`src/hdl/sfc_pkg.sv`:
```
// Shared types, codes and constants of the serial frame checker.
package sfc_pkg;

	localparam int SFC_MAX_PAYLOAD = 32;

	typedef logic [7:0] byte_t;

	// frame kind tag on each received byte
	typedef logic [1:0] kind_t;
	localparam kind_t KIND_CMD  = 2'd0;
	localparam kind_t KIND_DATA = 2'd1;
	localparam kind_t KIND_ACK  = 2'd2;

	// frame verdict reported with each byte
	typedef logic [1:0] status_t;
	localparam status_t ST_BUSY   = 2'd0;
	localparam status_t ST_ACCEPT = 2'd1;
	localparam status_t ST_REJECT = 2'd2;

	// configuration register indexes
	typedef logic [2:0] reg_idx_t;
	localparam reg_idx_t REG_HDR_BYTE       = 3'd0;
	localparam reg_idx_t REG_MAIN_DEVICE_ID = 3'd1;
	localparam reg_idx_t REG_COPY_DEVICE_ID = 3'd2;
	localparam reg_idx_t REG_TAIL_BYTE      = 3'd3;
	localparam reg_idx_t REG_DATA_FUNC_CODE = 3'd4;
	localparam reg_idx_t REG_ACK_HDR_BYTE   = 3'd5;
	localparam reg_idx_t REG_ACK_ID_BYTE    = 3'd6;
	localparam reg_idx_t REG_ACK_MARKER     = 3'd7;

	localparam byte_t RST_HDR_BYTE       = 8'hA5;
	localparam byte_t RST_MAIN_DEVICE_ID = 8'h01;
	localparam byte_t RST_COPY_DEVICE_ID = 8'h02;
	localparam byte_t RST_TAIL_BYTE      = 8'hFE;
	localparam byte_t RST_DATA_FUNC_CODE = 8'h0F;
	localparam byte_t RST_ACK_HDR_BYTE   = 8'h5A;
	localparam byte_t RST_ACK_ID_BYTE    = 8'h10;
	localparam byte_t RST_ACK_MARKER     = 8'hFF;

	localparam int COUNT_W = 6;
	localparam int SLOT_W  = 5;

	typedef enum logic [1:0] {
		PH_IDLE,
		PH_CMD,
		PH_DATA,
		PH_ACK
	} phase_t;

	typedef enum logic [1:0] {
		GO_ON,
		GO_ACCEPT,
		GO_REJECT
	} go_t;

	typedef struct packed {
		byte_t hdr_byte;
		byte_t main_device_id;
		byte_t copy_device_id;
		byte_t tail_byte;
		byte_t data_func_code;
		byte_t ack_hdr_byte;
		byte_t ack_id_byte;
		byte_t ack_marker;
	} cfg_regs_t;

	typedef struct packed {
		status_t             frame_status;
		byte_t               cmd_code;
		byte_t               function_code;
		logic [COUNT_W-1:0]  payload_count;
		byte_t               payload_value;
		logic [SLOT_W-1:0]   payload_slot;
		logic                payload_strobe;
	} result_t;

endpackage

```
`src/hdl/sfc_if.sv`:
```
// Channel interfaces: received bytes, frame results and register writes.
interface sfc_rx_if import sfc_pkg::*; ();
	logic  valid;
	logic  ready;
	byte_t rx_byte;
	kind_t req_type;
	logic  buffer_last;

	modport source (output valid, rx_byte, req_type, buffer_last, input ready);
	modport sink (input valid, rx_byte, req_type, buffer_last, output ready);
endinterface

interface sfc_res_if import sfc_pkg::*; ();
	logic                valid;
	logic                ready;
	status_t             frame_status;
	byte_t               cmd_code;
	byte_t               function_code;
	logic [COUNT_W-1:0]  payload_count;
	byte_t               payload_value;
	logic [SLOT_W-1:0]   payload_slot;
	logic                payload_strobe;

	modport source (output valid, frame_status, cmd_code, function_code, payload_count,
		payload_value, payload_slot, payload_strobe, input ready);
	modport sink (input valid, frame_status, cmd_code, function_code, payload_count,
		payload_value, payload_slot, payload_strobe, output ready);
endinterface

interface sfc_cfg_if import sfc_pkg::*; ();
	logic     valid;
	logic     ready;
	reg_idx_t index;
	byte_t    wdata;

	modport source (output valid, index, wdata, input ready);
	modport sink (input valid, index, wdata, output ready);
endinterface

```
`src/hdl/sfc_cfg_regs.sv`:
```
// Configuration register file: frame marker and identifier bytes.
module sfc_cfg_regs import sfc_pkg::*; (
	input  logic      clk,
	input  logic      arst_n,
	sfc_cfg_if.sink   cfg,
	output cfg_regs_t regs
);

	cfg_regs_t regs_q;

	assign cfg.ready = 1'b1;
	assign regs      = regs_q;

	always_ff @(posedge clk or negedge arst_n) begin
		if (!arst_n) begin
			regs_q.hdr_byte       <= RST_HDR_BYTE;
			regs_q.main_device_id <= RST_MAIN_DEVICE_ID;
			regs_q.copy_device_id <= RST_COPY_DEVICE_ID;
			regs_q.tail_byte      <= RST_TAIL_BYTE;
			regs_q.data_func_code <= RST_DATA_FUNC_CODE;
			regs_q.ack_hdr_byte   <= RST_ACK_HDR_BYTE;
			regs_q.ack_id_byte    <= RST_ACK_ID_BYTE;
			regs_q.ack_marker     <= RST_ACK_MARKER;
		end else if (cfg.valid) begin
			case (cfg.index)
				REG_HDR_BYTE:       regs_q.hdr_byte       <= cfg.wdata;
				REG_MAIN_DEVICE_ID: regs_q.main_device_id <= cfg.wdata;
				REG_COPY_DEVICE_ID: regs_q.copy_device_id <= cfg.wdata;
				REG_TAIL_BYTE:      regs_q.tail_byte      <= cfg.wdata;
				REG_DATA_FUNC_CODE: regs_q.data_func_code <= cfg.wdata;
				REG_ACK_HDR_BYTE:   regs_q.ack_hdr_byte   <= cfg.wdata;
				REG_ACK_ID_BYTE:    regs_q.ack_id_byte    <= cfg.wdata;
				REG_ACK_MARKER:     regs_q.ack_marker     <= cfg.wdata;
				default: ;
			endcase
		end
	end

endmodule

```
`src/hdl/sfc_parser.sv`:
```
// Frame parse state machine: per-byte checks, running BCC and held fields.
module sfc_parser import sfc_pkg::*; #(
	parameter int MAX_PAYLOAD = SFC_MAX_PAYLOAD
) (
	input  logic      clk,
	input  logic      arst_n,
	input  logic      step,
	input  byte_t     rx_byte,
	input  kind_t     req_type,
	input  logic      buffer_last,
	input  cfg_regs_t regs,
	output result_t   result
);

	localparam int LEN_W = $clog2(MAX_PAYLOAD + 1);
	localparam int POS_W = $clog2(MAX_PAYLOAD + 7);

	phase_t           phase_q, phase_d;
	logic [POS_W-1:0] pos_q, pos_d;
	byte_t            xor_q, xor_d;
	byte_t            cmd_q, cmd_d;
	byte_t            func_q, func_d;
	logic [LEN_W-1:0] len_q, len_d;
	logic             discard_q, discard_d;

	go_t              go;
	logic             is_tail, is_final, strobe;
	logic             clear_held, load_cmd, load_func, load_len, hdr_ok;
	logic [POS_W-1:0] pay_end;

	assign pay_end = POS_W'(5) + POS_W'(len_q);

	// per-byte checks
	always_comb begin
		go         = GO_ON;
		is_tail    = 1'b0;
		is_final   = 1'b0;
		strobe     = 1'b0;
		clear_held = 1'b0;
		load_cmd   = 1'b0;
		load_func  = 1'b0;
		load_len   = 1'b0;
		hdr_ok     = 1'b0;
		case (phase_q)
			PH_IDLE: begin
				clear_held = 1'b1;
				if (req_type == KIND_CMD || req_type == KIND_DATA)
					hdr_ok = (rx_byte == regs.hdr_byte);
				else if (req_type == KIND_ACK)
					hdr_ok = (rx_byte == regs.ack_hdr_byte);
				if (!hdr_ok)
					go = GO_REJECT;
			end
			PH_CMD: begin
				if (pos_q == POS_W'(1)) begin
					if (rx_byte != regs.main_device_id && rx_byte != regs.copy_device_id)
						go = GO_REJECT;
				end else if (pos_q == POS_W'(2)) begin
					load_cmd = 1'b1;
				end else if (pos_q == POS_W'(3)) begin
					load_func = 1'b1;
				end else if (pos_q == POS_W'(4)) begin
					is_tail = 1'b1;
					if (rx_byte != regs.tail_byte)
						go = GO_REJECT;
				end else begin
					is_final = 1'b1;
					go = (buffer_last && rx_byte == xor_q) ? GO_ACCEPT : GO_REJECT;
				end
			end
			PH_ACK: begin
				if (pos_q == POS_W'(1)) begin
					if (rx_byte != regs.ack_id_byte)
						go = GO_REJECT;
				end else if (pos_q == POS_W'(2)) begin
					if (rx_byte != regs.ack_marker)
						go = GO_REJECT;
				end else if (pos_q == POS_W'(3)) begin
					load_cmd = 1'b1;
				end else if (pos_q == POS_W'(4)) begin
					load_func = 1'b1;
				end else if (pos_q == POS_W'(5)) begin
					is_tail = 1'b1;
					if (rx_byte != regs.tail_byte)
						go = GO_REJECT;
				end else begin
					is_final = 1'b1;
					go = (buffer_last && rx_byte == xor_q) ? GO_ACCEPT : GO_REJECT;
				end
			end
			default: begin
				if (pos_q == POS_W'(1)) begin
					if (rx_byte != regs.main_device_id)
						go = GO_REJECT;
				end else if (pos_q == POS_W'(2)) begin
					load_cmd = 1'b1;
				end else if (pos_q == POS_W'(3)) begin
					load_func = 1'b1;
					if (rx_byte != regs.data_func_code)
						go = GO_REJECT;
				end else if (pos_q == POS_W'(4)) begin
					if ({1'b0, rx_byte} > 9'(MAX_PAYLOAD))
						go = GO_REJECT;
					else
						load_len = 1'b1;
				end else if (pos_q < pay_end) begin
					strobe = 1'b1;
				end else if (pos_q == pay_end) begin
					is_tail = 1'b1;
					if (rx_byte != regs.tail_byte)
						go = GO_REJECT;
				end else begin
					// trailing bytes after the BCC are dropped, so no last check here
					is_final = 1'b1;
					go = (rx_byte == xor_q) ? GO_ACCEPT : GO_REJECT;
				end
			end
		endcase
		if (go == GO_ON && !is_final && buffer_last)
			go = GO_REJECT;
	end

	// next state
	always_comb begin
		phase_d   = phase_q;
		pos_d     = pos_q;
		xor_d     = xor_q;
		cmd_d     = cmd_q;
		func_d    = func_q;
		len_d     = len_q;
		discard_d = discard_q;
		if (discard_q) begin
			if (buffer_last)
				discard_d = 1'b0;
		end else begin
			if (clear_held) begin
				cmd_d  = '0;
				func_d = '0;
				len_d  = '0;
			end
			if (load_cmd)
				cmd_d = rx_byte;
			if (load_func)
				func_d = rx_byte;
			if (load_len)
				len_d = LEN_W'(rx_byte);
			if (go == GO_ON) begin
				if (phase_q == PH_IDLE) begin
					xor_d = rx_byte;
					pos_d = POS_W'(1);
					case (req_type)
						KIND_CMD:  phase_d = PH_CMD;
						KIND_DATA: phase_d = PH_DATA;
						default:   phase_d = PH_ACK;
					endcase
				end else begin
					if (!is_tail)
						xor_d = xor_q ^ rx_byte;
					pos_d = pos_q + POS_W'(1);
				end
			end else begin
				phase_d   = PH_IDLE;
				pos_d     = '0;
				xor_d     = '0;
				discard_d = !buffer_last;
			end
		end
	end

	// result for this byte
	always_comb begin
		result                = '0;
		result.cmd_code       = cmd_d;
		result.function_code  = func_d;
		result.payload_count  = COUNT_W'(len_d);
		if (!discard_q) begin
			case (go)
				GO_ACCEPT: result.frame_status = ST_ACCEPT;
				GO_REJECT: result.frame_status = ST_REJECT;
				default:   result.frame_status = ST_BUSY;
			endcase
			if (strobe) begin
				result.payload_strobe = 1'b1;
				result.payload_value  = rx_byte;
				result.payload_slot   = SLOT_W'(pos_q - POS_W'(5));
			end
		end
	end

	always_ff @(posedge clk or negedge arst_n) begin
		if (!arst_n) begin
			phase_q   <= PH_IDLE;
			pos_q     <= '0;
			xor_q     <= '0;
			cmd_q     <= '0;
			func_q    <= '0;
			len_q     <= '0;
			discard_q <= 1'b0;
		end else if (step) begin
			phase_q   <= phase_d;
			pos_q     <= pos_d;
			xor_q     <= xor_d;
			cmd_q     <= cmd_d;
			func_q    <= func_d;
			len_q     <= len_d;
			discard_q <= discard_d;
		end
	end

endmodule

```
`src/hdl/serial_frame_checker_bcc_core.sv`:
```
// Top level of the serial frame checker with BCC.
// Checks command, data and acknowledge frames one received byte per request and
// returns one result per byte. Each byte is registered on entry, checked against the
// parse state combinationally, and its result is registered for output, so a byte
// passes through the input register and then the result register, and a new byte
// can be taken every cycle while the output is not stalled. While a result waits
// at the output, one more byte is still taken into the input register.
// Payload bytes are passed on as they arrive, before the frame verdict on its BCC byte.
module serial_frame_checker_bcc_core import sfc_pkg::*; #(
	parameter int MAX_PAYLOAD = SFC_MAX_PAYLOAD
) (
	input  logic      clk,
	input  logic      arst_n,
	sfc_rx_if.sink    rx,
	sfc_res_if.source verdict,
	sfc_cfg_if.sink   cfg
);

	cfg_regs_t regs;
	result_t   result;
	result_t   result_q;
	logic      res_valid_q;
	logic      valid_s1;
	byte_t     byte_s1;
	kind_t     kind_s1;
	logic      last_s1;
	logic      advance;

	assign advance  = !res_valid_q || verdict.ready;
	assign rx.ready = !valid_s1 || advance;

	sfc_cfg_regs u_cfg (
		.clk    (clk),
		.arst_n (arst_n),
		.cfg    (cfg),
		.regs   (regs)
	);

	sfc_parser #(
		.MAX_PAYLOAD (MAX_PAYLOAD)
	) u_parser (
		.clk         (clk),
		.arst_n      (arst_n),
		.step        (valid_s1 && advance),
		.rx_byte     (byte_s1),
		.req_type    (kind_s1),
		.buffer_last (last_s1),
		.regs        (regs),
		.result      (result)
	);

	always_ff @(posedge clk or negedge arst_n) begin
		if (!arst_n) begin
			valid_s1    <= 1'b0;
			res_valid_q <= 1'b0;
		end else begin
			if (rx.ready)
				valid_s1 <= rx.valid;
			if (advance)
				res_valid_q <= valid_s1;
		end
	end

	always_ff @(posedge clk) begin
		if (rx.valid && rx.ready) begin
			byte_s1 <= rx.rx_byte;
			kind_s1 <= rx.req_type;
			last_s1 <= rx.buffer_last;
		end
		if (valid_s1 && advance)
			result_q <= result;
	end

	assign verdict.valid          = res_valid_q;
	assign verdict.frame_status   = result_q.frame_status;
	assign verdict.cmd_code       = result_q.cmd_code;
	assign verdict.function_code  = result_q.function_code;
	assign verdict.payload_count  = result_q.payload_count;
	assign verdict.payload_value  = result_q.payload_value;
	assign verdict.payload_slot   = result_q.payload_slot;
	assign verdict.payload_strobe = result_q.payload_strobe;

endmodule

```
`src/flat_wrapper.sv`:
```
// flat-port wrapper written by rule: the top's interface ports become plain ports
module serial_frame_checker_bcc_core_flat import sfc_pkg::*;
#(
	parameter int MAX_PAYLOAD = SFC_MAX_PAYLOAD
)
  (clk, arst_n, rx_valid, rx_rx_byte, rx_req_type, rx_buffer_last, rx_ready, verdict_valid, verdict_frame_status, verdict_cmd_code, verdict_function_code, verdict_payload_count, verdict_payload_value, verdict_payload_slot, verdict_payload_strobe, verdict_ready, cfg_valid, cfg_index, cfg_wdata, cfg_ready);
  sfc_rx_if rx_i ();
  sfc_res_if verdict_i ();
  sfc_cfg_if cfg_i ();
  input  logic clk;
  input  logic arst_n;
  input wire logic [$bits(rx_i.valid)-1:0] rx_valid;
  input wire logic [$bits(rx_i.rx_byte)-1:0] rx_rx_byte;
  input wire logic [$bits(rx_i.req_type)-1:0] rx_req_type;
  input wire logic [$bits(rx_i.buffer_last)-1:0] rx_buffer_last;
  output wire logic [$bits(rx_i.ready)-1:0] rx_ready;
  output wire logic [$bits(verdict_i.valid)-1:0] verdict_valid;
  output wire logic [$bits(verdict_i.frame_status)-1:0] verdict_frame_status;
  output wire logic [$bits(verdict_i.cmd_code)-1:0] verdict_cmd_code;
  output wire logic [$bits(verdict_i.function_code)-1:0] verdict_function_code;
  output wire logic [$bits(verdict_i.payload_count)-1:0] verdict_payload_count;
  output wire logic [$bits(verdict_i.payload_value)-1:0] verdict_payload_value;
  output wire logic [$bits(verdict_i.payload_slot)-1:0] verdict_payload_slot;
  output wire logic [$bits(verdict_i.payload_strobe)-1:0] verdict_payload_strobe;
  input wire logic [$bits(verdict_i.ready)-1:0] verdict_ready;
  input wire logic [$bits(cfg_i.valid)-1:0] cfg_valid;
  input wire logic [$bits(cfg_i.index)-1:0] cfg_index;
  input wire logic [$bits(cfg_i.wdata)-1:0] cfg_wdata;
  output wire logic [$bits(cfg_i.ready)-1:0] cfg_ready;
  assign rx_i.valid = rx_valid;
  assign rx_i.rx_byte = rx_rx_byte;
  assign rx_i.req_type = rx_req_type;
  assign rx_i.buffer_last = rx_buffer_last;
  assign rx_ready = rx_i.ready;
  assign verdict_valid = verdict_i.valid;
  assign verdict_frame_status = verdict_i.frame_status;
  assign verdict_cmd_code = verdict_i.cmd_code;
  assign verdict_function_code = verdict_i.function_code;
  assign verdict_payload_count = verdict_i.payload_count;
  assign verdict_payload_value = verdict_i.payload_value;
  assign verdict_payload_slot = verdict_i.payload_slot;
  assign verdict_payload_strobe = verdict_i.payload_strobe;
  assign verdict_i.ready = verdict_ready;
  assign cfg_i.valid = cfg_valid;
  assign cfg_i.index = cfg_index;
  assign cfg_i.wdata = cfg_wdata;
  assign cfg_ready = cfg_i.ready;
  serial_frame_checker_bcc_core #(.MAX_PAYLOAD(MAX_PAYLOAD)) u_core (.clk(clk), .arst_n(arst_n), .rx(rx_i), .verdict(verdict_i), .cfg(cfg_i));
endmodule
```
`config.mk`:
```
export PLATFORM = sky130hd
export DESIGN_NAME = serial_frame_checker_bcc_core_flat
export DESIGN_NICKNAME = d
export VERILOG_FILES = /design/src/hdl/sfc_pkg.sv /design/src/hdl/sfc_if.sv /design/src/hdl/sfc_cfg_regs.sv /design/src/hdl/sfc_parser.sv /design/src/hdl/serial_frame_checker_bcc_core.sv /design/src/flat_wrapper.sv
export SDC_FILE = /design/constraint.sdc
export NUM_CORES = 1
export LEC_CHECK = 0
export BUFFER_PORTS_ARGS = -buffer_cell sky130_fd_sc_hd__buf_2
export CAP_MARGIN = 20
export CORE_MARGIN = 1.5
export CORE_UTILIZATION = 60
export CTS_CLUSTER_SIZE = 28
export DETAILED_ROUTE_END_ITERATION = 8
export GPL_ROUTABILITY_DRIVEN = 0
export PLACE_DENSITY_LB_ADDON = 0.12
export SLEW_MARGIN = 25
export SYNTH_ARGS = -nofsm -noshare
export SYNTH_HDL_FRONTEND = slang
export SYNTH_SLANG_ARGS = --single-unit
```
`constraint.sdc`:
```
create_clock -name clk -period 4.1 [get_ports clk]
set_clock_uncertainty 0.05 [all_clocks]
set_input_delay 0.82 -clock clk [delete_from_list [all_inputs] [get_ports clk]]
set_output_delay 0.82 -clock clk [all_outputs]
set_load 0.005 [all_outputs]
```
### After elaboration in Yosys (flattened, before gate mapping)

Index checks and enable logic that the tools add are counted.

| storage, ports and cells | value |
|---|---|
| register bits after elaboration | 154 |
| bits of input ports | 27 |
| output and inout bits | 41 |
| logic and storage cells | 200 |

| operators by class | value |
|---|---|
| $add $sub $neg | 3 |
| order comparisons | 2 |
| equality and inequality tests | 30 |
| multiplexer cells | 104 |
| bitwise logic cells | 3 |
| reduce and logical (&&, ||, !) cells | 31 |

Operator list:

| kind | count |
|---|---|
| $mux 8 | 9 |
| $mux 2 | 28 |
| $mux 1 | 55 |
| $ne 8x8->1 | 6 |
| $mux 6 | 5 |
| $eq 8x8->1 | 3 |
| $reduce_and 2->1 | 9 |
| $eq 3x3->1 const B | 4 |
| $eq 6x2->1 const B | 2 |
| $eq 6x3->1 const B | 2 |
| $gt 8x6->1 const B | 1 |
| $logic_not 2->1 | 4 |
| $pmux 2 s2 | 2 |
| $xor 8x8->8 | 1 |
| $add 3x6->6 const A | 1 |
| $add 6x1->6 const B | 1 |
| $eq 2x1->1 const B | 3 |
| $eq 2x2->1 const B | 3 |
| $eq 3x2->1 const B | 2 |
| $eq 6x1->1 const B | 1 |
| $eq 6x6->1 | 1 |
| $logic_and 1x1->1 | 6 |
| $lt 6x6->1 | 1 |
| $pmux 1 s3 | 2 |
| other kinds (13) | 21 |

### Depth between registers and ports, before layout

| logic depth | value |
|---|---|
| depth after elaboration | 16 |
| gate-level depth with buffers | 13 |
| mapped depth without buffers | 12 |

### Hierarchy

A second synthesis with hierarchy kept.

| unflattened totals | value |
|---|---|
| cell total of the unflattened synthesis | 645 |
| area total of the unflattened synthesis | 7836.3 um^2 |

Modules (own cells, without submodules):

| module | instances | cells each | area an instance (um^2) | seq. area each (um^2) |
|---|---|---|---|---|
| sfc_parser | 1 | 443 | 3759.9 | 975.9 |
| sfc_cfg_regs | 1 | 145 | 2501.1 | 1639.1 |
| serial_frame_checker_bcc_core | 1 | 57 | 1575.3 | 1521.5 |

### Worst setup path before layout

No wires, ideal clock.

| timing path | value |
|---|---|
| kind | reg2reg |
| from | register u_core.u_parser.len_q[0] |
| to | register u_core.u_parser.phase_q[1] |
| library setup time | 0.132 ns |
| arrival time | 2.696 ns |
| required time | 3.918 ns |
| path slack | 1.221 ns |
| stages on the path, launching flop included | 14 |
| path buffers | 1 |
| period minus slack after synthesis | 2.879 ns |
| path through | dfrtp_1 > ha_1 > o21ai_0 > xor2_1 > ha_1 > a21oi_1 > a21boi_0 > or3_1 > o2111ai_1 > o311ai_0 > and2_1 > buf_2 > a31oi_1 > o32ai_1 |

| on the way | value |
|---|---|
| cells in the longest elaborated chain, start to end | 16 |
| elaborated cells between the ends (all ways) | 26 |
| classes of those cells | add/sub: 1; order compare: 1; eq/ne: 2; mux: 16; reduce/logical: 6 |

RTL lines:

| item | RTL line | text |
|---|---|---|
| start: declaration | sfc_parser.sv:23 | `logic [LEN_W-1:0] len_q, len_d;` |
| start signal: assignment | sfc_parser.sv:205 | `len_q <= len_d;` |
| $add 3x6->6 (*) | sfc_parser.sv:31 | `assign pay_end = POS_W'(5) + POS_W'(len_q);` |
| parallel branches: the longest is 11 deep, another holds $lt 6x6->1 | n/a |  |
| $mux 2 (*) | sfc_parser.sv:119 | `if (go == GO_ON && !is_final && buffer_last)` |
| $logic_not 2->1 (*) | sfc_parser.sv:147 | `if (go == GO_ON) begin` |
| $ne 2x1->1 (no source line) | n/a |  |
| $reduce_and 3->1 (no source line) | n/a |  |
| end signal: assignment | sfc_parser.sv:200 | `phase_q <= phase_d;` |
| end: declaration | sfc_parser.sv:18 | `phase_t phase_q, phase_d;` |

Mark *: on every way between the ends.
A chain may end at the register's enable or synchronous reset.

### Final worst setup path

Same ends and word-level chain as after synthesis.

==> impl_metrics.ini <==
[run_status]
status = completed

[setup_path]
r2r_start = u_core.u_parser.len_q[0]
end_kind = register
cpPeakStageDelay_ns = 0.43
crit_fanout = 9
startpoint_type = register
cp.arrival_ns = 3.63
crit_type = reg2reg
worstPathCellList = ha_1 -> o21ai_0 -> xor2_1 -> ha_1 -> a21oi_1 -> a21boi_0 -> or3_1 -> o2111ai_1 -> a21o_1 -> and2_1 -> nand2_2 -> o32ai_1
crit_top_cell = ha_1
cp-startpoint = u_core.u_parser.len_q[0]
worstPathRequired_ns = 4.37
crit_slowest_cell = dfrtp_1

[pwr]
power_mw = 4.64
combPwrFrac_pct = 18.8
cellLeakagePower_nw = 3.60
ir_drop_uv = 365
p_per_area_nw_per_um2 = 528
p_sw_mw = 1.31
p_int_mw = 3.33
clkPwrFrac_pct = 36.9
p_sw_share_pct = 28.3
seq_power_share_pct = 44.3

[clock_tree]
postCtsResizedCells = 0
clk_pin_slew_worst_paths_ns = 0.06
cts_buffer_depth = 2
cts_root_buffer = clkbuf_16
h-tree-depth = 4
hold_buffers = 0
clock_sinks = 154
cts_made_buffers = 17
clock_latency_ns = 0.43
post_cts_buffers = 0
cts_tree = done

[detailed_routing]
drt-pass1-iter-count = 5
remaining_drc_errors = 0
ant_nets = 0
vias_per_cell = 6.09
routed_wl_mm = 17.4
drt_iter0_drc = 345
vias = 5329
wl_per_cell_um = 19.9

[timing]
rsz0062_at_grt = no
slew_headroom_pct = 35.4
worstMarginPinSlew_ns = 0.969
finalSetupTns_ns = 0
drv_slew = 0
whs_ns = 0.404
period_share_pct = 81.9
fin_ws_ns = 0.742
fin_crit_ns = 3.36
final_hold_viol_count = 0
setup_viol = 0
fmax_mhz = 298

[finish]
layout.nets = 734
drive_gt1_share_pct = 30.7
stdcell_area_sq_um = 8800
syn2layout_area_growth_pct = 15.2
n_antenna_cell = 0

[yosys]
yosysSeqAreaShare_pct = 54.1
netlist_top_cells_count = 75 x dfrtp_1, 64 x mux2_2, 49 x edfxtp_1
netlist_area_sq_um = 7640
synth_edf_count = 49
synth_fp_nets = 670
netlist.area_leader.share_pct = 24.6
synth_most_common_cell = dfrtp_1
syn_avg_cell_area_sq_um = 12.2
synth-async-reset-ratio_pct = 68.2
syn_inst = 626
yosysWarnings = 0
synth_area_leader_cell = dfrtp_1
ys_types = 61
synthFlopType = dfrtp_1
ys_ff_latch = 154
synth.area.top_cells = dfrtp_1 25%, edfxtp_1 19%, dfstp_2 10%, mux2_2 9.4%, a22o_1 5.2%

[floorplan]
dieHeight_um = 116
die_x_um = 116
initial_core_util_pct = 61.0
rows = 41
core_sq_um = 12500
ioPinCount = 68
die-area_sq_um = 13400

[global_route]
grt_overflow = 0
antenna_found_initial = 0
grt_pass1_wl_mm = 27.9
grt_pass1_vias = 5340
grt_util_all_layers_pct = 27.8
grt_start_max_net_pins = 57

[place]
io_buffer_count = 66
place_area_sq_um = 8140
dp_hpwl_mm = 11.7
place_ws_ns = 0.799

[run]
maxCapViolCount = 0

[worst_hold_path]
hold_path_class = in2async
[metal layers]
layer  share of wire [%]  global-route usage, %
met5                   0                      0
met4                 2.1                   10.1
met3                 5.7                   5.91
met2                  50                   46.3
met1                  42                   36.1
[state kept, by name, indices dropped and copies added, names as in the netlist, 8 cells and up]
| name | count |
|---|---|
| u_core.byte_s1 | 8 |
| u_core.u_cfg.regs | 64 |
| u_core.verdict.cmd_code | 8 |
| u_core.u_parser.func_q | 8 |
| u_core.u_parser.xor_q | 8 |
| u_core.verdict.function_code | 8 |
| u_core.u_parser.cmd_q | 8 |
| u_core.verdict.payload_value | 8 |
[power groups by stage]
| stage | combinational (mW) | clock [mW] | sequential, mW |
|---|---|---|---|
| 2_1_floorplan | 0.665 | 0 | 2.01 |
| 3_3_place_gp | 0.830 | 0 | 2.06 |
| 3_5_place_dp | 0.859 | 0 | 2.08 |
| 4_1_cts | 0.865 | 1.73 | 2.05 |
| 5_1_grt | 0.964 | 1.79 | 2.08 |
| 6_report | 0.873 | 1.72 | 2.06 |
[cell type report]
class | instances | area, sq um
clock buffer | 18 | 429
inverter | 15 | 56.3
timing repair buffer | 79 | 430
sequential | 154 | 4140
fill | 921 | 3720
tap | 172 | 215
multi-input combinational | 423 | 3310
clock inverter | 14 | 219
[layout by cell type, fill, tap and decap left out, types with 3 or more instances in the layout]
cell / n
nor2_1: 24
ha_1: 17
inv_1: 15
xor2_1: 40
nand3_1: 13
dfstp_2: 30
xnor2_1: 39
a21oi_1: 12
a32oi_1: 9
buf_2: 65
or3_1: 3
buf_4: 14
edfxtp_1: 49
and2_1: 11
o21ai_0: 25
bufinv_16: 5
nor4_1: 9
nor3_1: 5
nand2b_1: 7
a22o_1: 45
clkinvlp_4: 5
nand4_1: 13
mux2_2: 64
a21o_1: 5
or4_1: 3
nand2_1: 30
dfrtp_1: 75
nand4b_1: 3
o22ai_1: 3
clkbuf_16: 17
[worst max-delay path, delay by kind of cell (launching register included)]
kind	cells	cell delay, ns
flops	1	0.43
simple gates	3	0.94
compound gates	6	1.11
xor+xnor	1	0.19
fa+ha+maj	2	0.52
[logic make-up after synthesis]
group	after synthesis	synth area share, %
buf+inv	49	2.70
xor+xnor	79	9.06
compound gates	122	11.8
flops	154	54.1
other cells	1	0.0491
mux	66	9.76
fa+ha+maj	17	2.78
simple gates	138	9.70
[final timing paths]
| check | to | slack (ns) | depth (start not counted) |
|---|---|---|---|
| min in group clk | u_core.verdict.valid | 0.44 | 1 |
| max | u_core.u_parser.phase_q[1] | 0.74 | 12 |
| max in group asynchronous | u_core.u_cfg.regs[61] | 2.71 | 2 |
| min reg2reg | u_core.verdict.valid | 0.44 | 1 |
| min | u_core.u_cfg.regs[60] | 0.40 | 1 |
| max reg2reg | u_core.u_parser.phase_q[1] | 0.74 | 12 |
[through the flow]
step,cells,util (%)
floorplan,626,-
global placement,843,65.0
detailed placement,843,65.0
CTS,875,70.2
global route,875,70.3
finish,875,70.3
No activity file was read; power rests on OpenSTA's default activity.
